==> src/hw/rtl/sdpmf_pkg.sv <==
package sdpmf_pkg;

  localparam int unsigned NUM_AXES_MAX = 3;
  localparam int unsigned AXIS_W       = 2;
  localparam int unsigned CFG_IDX_W    = 2;
  localparam int unsigned CFG_DATA_W   = 32;

  // Register reset values
  localparam logic [30:0] RST_STIFFNESS    = 31'd32768;
  localparam logic [30:0] RST_DAMPING      = 31'd2930;
  localparam logic [30:0] RST_INV_MASS     = 31'd65536000;
  localparam logic [31:0] RST_TIME_STEP    = 32'd4294967;

  typedef enum logic [CFG_IDX_W-1:0] {
    REG_STIFFNESS = 2'd0,
    REG_DAMPING   = 2'd1,
    REG_INV_MASS  = 2'd2,
    REG_TIME_STEP = 2'd3
  } cfg_reg_t;

  // Per-axis sequence of the shared datapath
  typedef enum logic [2:0] {
    STEP_GAP     = 3'd0,
    STEP_SPRING  = 3'd1,
    STEP_INERT   = 3'd2,
    STEP_ACCEL   = 3'd3,
    STEP_VEL_MUL = 3'd4,
    STEP_VEL     = 3'd5,
    STEP_POS_MUL = 3'd6,
    STEP_POS     = 3'd7
  } step_t;

  typedef enum logic {
    OP_START = 1'b0,
    OP_TICK  = 1'b1
  } op_t;

  typedef struct packed {
    logic               op;
    logic signed [31:0] proxy_x;
    logic signed [31:0] proxy_y;
    logic signed [31:0] proxy_z;
    logic signed [31:0] base_force_x;
    logic signed [31:0] base_force_y;
    logic signed [31:0] base_force_z;
  } in_item_t;

  typedef struct packed {
    logic signed [31:0] force_x;
    logic signed [31:0] force_y;
    logic signed [31:0] force_z;
    logic               saturated;
  } out_item_t;

  typedef struct packed {
    logic              load_in;
    logic              step_en;
    step_t             step;
    logic [AXIS_W-1:0] axis;
    logic              load_out;
  } ctrl_cmd_t;

  typedef struct packed {
    logic               hit;
    logic signed [31:0] val;
  } sat_t;

  function automatic sat_t sat34(input logic signed [33:0] v);
    sat_t r;
    r.hit = !((&v[33:31]) || !(|v[33:31]));
    if (!r.hit) begin
      r.val = v[31:0];
    end else if (v[33]) begin
      r.val = 32'sh8000_0000;
    end else begin
      r.val = 32'sh7FFF_FFFF;
    end
    return r;
  endfunction

  function automatic sat_t sat65(input logic signed [64:0] v);
    sat_t r;
    r.hit = !((&v[64:31]) || !(|v[64:31]));
    if (!r.hit) begin
      r.val = v[31:0];
    end else if (v[64]) begin
      r.val = 32'sh8000_0000;
    end else begin
      r.val = 32'sh7FFF_FFFF;
    end
    return r;
  endfunction

endpackage

==> src/hw/rtl/sdpmf_ctrl.sv <==
module sdpmf_ctrl #(
  parameter int unsigned AXES = 3
) (
  input  logic                  clk,
  input  logic                  rst_n,
  input  logic                  in_valid,
  input  logic                  in_op,
  input  logic                  out_stall,
  output logic                  in_stall,
  output logic                  out_valid,
  output sdpmf_pkg::ctrl_cmd_t  cmd
);

  typedef enum logic [1:0] {
    ST_IDLE,
    ST_RUN,
    ST_DONE
  } state_t;

  state_t                            state_r;
  sdpmf_pkg::step_t                  step_r;
  logic [sdpmf_pkg::AXIS_W-1:0]      axis_r;
  logic                              out_valid_r;
  logic                              last_axis;

  assign last_axis = (axis_r == sdpmf_pkg::AXIS_W'(AXES - 1));

  always_comb begin
    cmd.load_in  = (state_r == ST_IDLE) && in_valid;
    cmd.step_en  = (state_r == ST_RUN);
    cmd.step     = step_r;
    cmd.axis     = axis_r;
    cmd.load_out = (state_r == ST_DONE) && (!out_valid_r || !out_stall);
  end

  assign in_stall  = (state_r != ST_IDLE);
  assign out_valid = out_valid_r;

  always_ff @(posedge clk) begin
    if (!rst_n) begin
      state_r     <= ST_IDLE;
      step_r      <= sdpmf_pkg::STEP_GAP;
      axis_r      <= '0;
      out_valid_r <= 1'b0;
    end else begin
      if (cmd.load_out) begin
        out_valid_r <= 1'b1;
      end else if (out_valid_r && !out_stall) begin
        out_valid_r <= 1'b0;
      end
      unique case (state_r)
        ST_IDLE: begin
          if (in_valid && (in_op == sdpmf_pkg::OP_TICK)) begin
            state_r <= ST_RUN;
            step_r  <= sdpmf_pkg::STEP_GAP;
            axis_r  <= '0;
          end
        end
        ST_RUN: begin
          if (step_r == sdpmf_pkg::STEP_POS) begin
            step_r <= sdpmf_pkg::STEP_GAP;
            if (last_axis) begin
              state_r <= ST_DONE;
            end else begin
              axis_r <= axis_r + 1'b1;
            end
          end else begin
            step_r <= sdpmf_pkg::step_t'(step_r + 3'd1);
          end
        end
        ST_DONE: begin
          if (cmd.load_out) begin
            state_r <= ST_IDLE;
          end
        end
        default: begin
          state_r <= ST_IDLE;
        end
      endcase
    end
  end

endmodule

==> config.mk <==
export PLATFORM = sky130hd
export DESIGN_NAME = sdpmf_ctrl
export DESIGN_NICKNAME = d
export VERILOG_FILES = /design/src/hw/rtl/sdpmf_pkg.sv /design/src/hw/rtl/sdpmf_ctrl.sv
export SDC_FILE = /design/constraint.sdc
export NUM_CORES = 1
export LEC_CHECK = 0
export BUFFER_PORTS_ARGS = -buffer_cell sky130_fd_sc_hd__buf_2
export CORE_AREA = 4 4 41 43
export DETAILED_ROUTE_END_ITERATION = 16
export DIE_AREA = 0 0 45 47
export HOLD_SLACK_MARGIN = 0.1
export PLACE_DENSITY = 0.5
export SLEW_MARGIN = 20
export SYNTH_ARGS = -nofsm -noshare
export SYNTH_HDL_FRONTEND = slang
export SYNTH_SLANG_ARGS = --single-unit
==> constraint.sdc <==
create_clock -name clk -period 1.7 [get_ports clk]
set_clock_uncertainty 0.1 [all_clocks]
set_input_delay 0.51 -clock clk [delete_from_list [all_inputs] [get_ports clk]]
set_output_delay 0.51 -clock clk [all_outputs]
set_load 0.005 [all_outputs]
* Word level (Yosys, flattened, before mapping)
Index checks and enable logic that the tools add are counted.
** Word-level totals
- Bits in registers :: 8
- Input bits :: 5
- Logic and storage cells :: 43
** Cells by class
- Multiplexer cells :: 14
- Reductions and logical operators :: 14
- Add/subtract/negate cells :: 2
- Equal/unequal tests :: 9
** Operators by type and width (count)
- 2-bit two-way mux :: 7
- 4-bit AND reduction :: 2
- 3-bit two-way mux :: 2
- 2-bit by 1-bit inequality test with 1-bit output, second input constant :: 3
- 2-bit case mux with 3 select lines :: 1
- 3-bit case mux with 2 select lines :: 1
- 2-bit nonzero test :: 3
- 2-bit equality test, second input constant :: 2
- 1-bit logical AND :: 4
- 2-bit inequality test, second input constant :: 2
- 2-bit case mux with 2 select lines :: 1
- 3-bit by 1-bit adder with 3-bit output, second input constant :: 1
- 3-bit equality test, second input constant :: 1
- 2-bit by 1-bit adder with 2-bit output, second input constant :: 1
- 2-bit by 1-bit equality test with 1-bit output, second input constant :: 1
- 1-bit logical NOT :: 2
- 2-bit logical NOT :: 1
- 1-bit two-way mux :: 2
- 2-bit AND reduction :: 1
- 1-bit logical OR :: 1

* Logic depth before layout (Yosys ltp)
- Depth in word-level cells :: 5
- Mapped depth :: 5

* Worst setup path before layout
No wires, ideal clock.
- Kind :: flip-flop to flip-flop
- Start :: register step_r[0]
- End :: register axis_r[0] (netlist name)
- Required time :: 1.485 ns
- Slack :: 0.242 ns
- Buffers on the path :: 0
- Cell stages (with the launch flop) :: 6
- Arrival :: 1.243 ns
- Cells stage by stage :: dfxtp_1 > ha_1 > ha_1 > and4bb_4 > and3_1 > a31o_1
** On the way
- Word-level cells in the longest chain between the ends :: 3
** Ends and longest elaborated chain
- start, declared :: line sdpmf_ctrl.sv:21 : sdpmf_pkg::step_t step_r;
- start signal, assigned :: line sdpmf_ctrl.sv:42 : step_r <= sdpmf_pkg::STEP_GAP;
- start signal, assigned :: line sdpmf_ctrl.sv:55 : step_r <= sdpmf_pkg::STEP_GAP;
- start signal, assigned :: line sdpmf_ctrl.sv:61 : step_r <= sdpmf_pkg::STEP_GAP;
- 3-bit equality test :: line sdpmf_ctrl.sv:60 : if (step_r == sdpmf_pkg::STEP_POS) begin
- 2-bit by 1-bit inequality test with 1-bit output (no source line)
- 4-bit AND reduction (no source line)
- end signal, assigned :: line sdpmf_ctrl.sv:65 : axis_r <= axis_r + 1'b1;
- end, declared :: line sdpmf_ctrl.sv:22 : logic [sdpmf_pkg::AXIS_W-1:0] axis_r;
No other way between the ends.
A chain may end at the register's enable or synchronous reset.

==> results by group <==
Synth
  – Dominant cells by area after synthesis: dfxtp_1 (42%), ha_1 (9.9%), a22o_1 (6.9%)
  – Post-Syn Area: around 380 um2
  – Mapped Nets: 46
  – Mapped Cells: 38
  – Seq cells post-synth: 8
  – Syn avg cell area: 9.98 um2
  – Synth cell types: 20
  – Yosys top cell area share: 0.422
  – Seq/Total Area, Yosys: 0.422
  – Yosys warns: 0
  – Largest area contributor in the netlist: dfxtp_1

Flow run
  – Max cap viols: 0

Critical path
  – Crit path DAT: about 1000 ps
  – Req. time, crit path: 1090 ps
  – Crit path largest cell delay: ~350 ps
  – Cell breakdown of the critical path: nor2_2 -> and2_1 -> buf_2
  – CP Launch Type: flip-flop
  – Slowest CP cell: dfxtp_2
  – Worst Setup Path Type: reg2out
  – CP endpoint kind: primary output
  – Reg2reg setup slack: around 200 ps
  – Worst-path fanout max: 7

Clocking
  – Postcts setup bufs: 0
  – H-tree depth: 1
  – Reg clk slew, reported paths: 60 ps
  – CTS max path bufs: 2
  – CTS tree: yes
  – TritonCTS buffer count: 3
  – Clock Latency Late Sink: ~250 ps
  – Clk sinks: 8
  – Root Buffer: clkbuf_4

STA
  – Final hold violation count: 0
  – Max-slew headroom: 0.885
  – Setup violators final: 0
  – Worst-margin pin slew: roughly 170 ps
  – Setup_tns: 0 ps
  – Min Tclk post-route: 1620 ps
  – FMAX: between 600 and 700 MHz
  – Final period util: 0.953
  – Final Max Tran Viols: 0
  – RSZ-0062 raised after global routing: no

Placed design
  – Placed instance area: approximately 470 um2
  – Detailed Place HPWL: about 610 um
  – Routability-driven placement congestion ratio: 0.689
  – IO buf count: 14

Cells and area
  – Fill cell count: approximately 140
  – Post-route design area: ~500 um2
  – Register Area: 163 um2
  – Area Growth Syn to Fin: 30.7%
  – Multi-input gate area: 214 um2
  – Diode count: 0
  – Layout cells sized above 1: 0.400
  – Final net count: 65

Min path
  – Hold/Removal Path Class: reg2reg

Power
  – Power Density: approximately 770 mW/mm2
  – Leak Pwr: roughly 0.24 nW
  – VDD IR-drop max: 0.000336 V

Floorplanning
  – Initial core utilization: 0.291
  – Die height: 47 um
  – Core Area: roughly 0.0013 mm2
  – Die Span X: 45 um
  – Top Ports: 15
  – Placement row count: 13
  – Die area: around 0.0021 mm2

Routing
  – # DRC: 0
  – Final WL: 777 um
  – Post-route ant nets: 0
  – Via-per-instance ratio: roughly 4.8
  – Pre-antenna DRT Iters: 3
  – Routed length per instance: around 11 um
  – Initial drt markers: 2
  – Vias: between 300 and 400

Global routing
  – Vias in the first global route: 293
  – Met3 Track Usage GR: 0.0575
  – Antenna violations before repair: 0
  – Met1 GRT Util: 0.0909
  – Met2 Use GR: 0.130
  – Total GRT Usage: 0.0845
  – Total grt overflow: 0
  – Top Usage Layer GRT: met2
  – Global-route wire length before repair: 1210 um
  – Largest net degree at the start of global routing: 10

Outcome
  – Status: completed
power breakdown:
group          total (mW)  switching, mW  leakage, nW  internal [mW]
clock network       0.148         0.0667       0.0138         0.0810
registers           0.196        0.00453       0.0657          0.192
logic              0.0350         0.0173        0.165         0.0177
total               0.379         0.0886        0.245          0.290
synth_stat cells:
cell      count
a31oi_2       1
nor2b_1       2
nor2_1        2
ha_1          3
a32o_1        1
o21a_1        1
a21boi_0      1
and2_1        3
nor3_1        1
nand2_1       2
and4bb_4      1
inv_1         2
dfxtp_1       8
a31o_1        1
o22ai_1       1
a21oi_1       2
a22o_1        3
nand3_1       1
and3_1        1
nand2b_1      1
worst max-delay path: cells and delay by family (launching register included):
family / cells / cell delay, ps
buffers and inverters: 1 / 100
and+or+nand+nor: 2 / 300
DFF: 1 / 350
placed cells by master (no fill, tap or decap), types with 2 or more instances in the layout:
cell / count
a22o_1: 3
inv_1: 2
ha_1: 3
and2_1: 3
nand2_1: 2
buf_2: 14
dfxtp_1: 6
dfxtp_2: 2
clkbuf_4: 3
a21oi_1: 2
nor2b_1: 2
per-stage QoR:
stage / hold WS [ps] / utilization / total power [mW] / cells / worst slack [ps]
global placement: 392 / 0.360 / 0.235 / 67 / 217
finish: 389 / 0.381 / 0.379 / 70 / 80.6
global route: 415 / 0.381 / 0.405 / 70 / 31.7
detailed placement: 385 / 0.360 / 0.235 / 67 / 202
CTS: 402 / 0.379 / 0.391 / 70 / 10.3
floorplan: 392 / - / 0.217 / 38 / 242
sequential cells by signal, indices dropped and copies added (netlist names):
register,count
out_valid,1
axis_r,2
step_r,3
state_r,2
kinds of logic (layout without fill, tap and decap cells):
| group | count (synthesis) | count (layout) | synth area share |
|---|---|---|---|
| AO/OA/AOI/OAI | 11 | 11 | 0.234 |
| adder cells (fa/ha/maj) | 3 | 3 | 0.0990 |
| buffers and inverters | 2 | 19 | 0.0198 |
| flip-flops | 8 | 8 | 0.422 |
| AND/OR/NAND/NOR | 14 | 14 | 0.224 |
worst paths after layout:
kind / startpoint / end / cells after the start
setup reg to reg: step_r[0]$_SDFFE_PN0P_ / axis_r[0]$_SDFFE_PN0P_ / 5
hold reg to reg: state_r[1]$_SDFFE_PN0P_ / state_r[0]$_SDFFE_PN0P_ / 1
hold / removal: state_r[1]$_SDFFE_PN0P_ / state_r[0]$_SDFFE_PN0P_ / 1
setup / recovery: state_r[1]$_SDFFE_PN0P_ / cmd[7] / 3
cell type report:
| cell class | count | share of cell area |
|---|---|---|
| Multi-Input combinational cell | 28 | 0.432 |
| Timing Repair Buffer | 14 | 0.141 |
| Tap cell | 15 | 0.0379 |
| Sequential cell | 8 | 0.328 |
| Inverter | 2 | 0.0152 |
| Clock buffer | 3 | 0.0455 |
metal layers:
| layer | vias to the layer above | wire length, um |
|---|---|---|
| li1 | 176 | - |
| met1 | 151 | 376 |
| met2 | 10 | 348 |
| met3 | 0 | 51 |
| met4 | 0 | 0 |
| met5 | - | 0 |
repair_timing:
action                     4_1_cts  5_1_grt
gates resized for setup          1        2
hold endpoints to repair         0        0
cloned                           0        0
setup endpoints to repair        1        3
hold buffers                     0        0
Power figures use the tool's default switching activity.
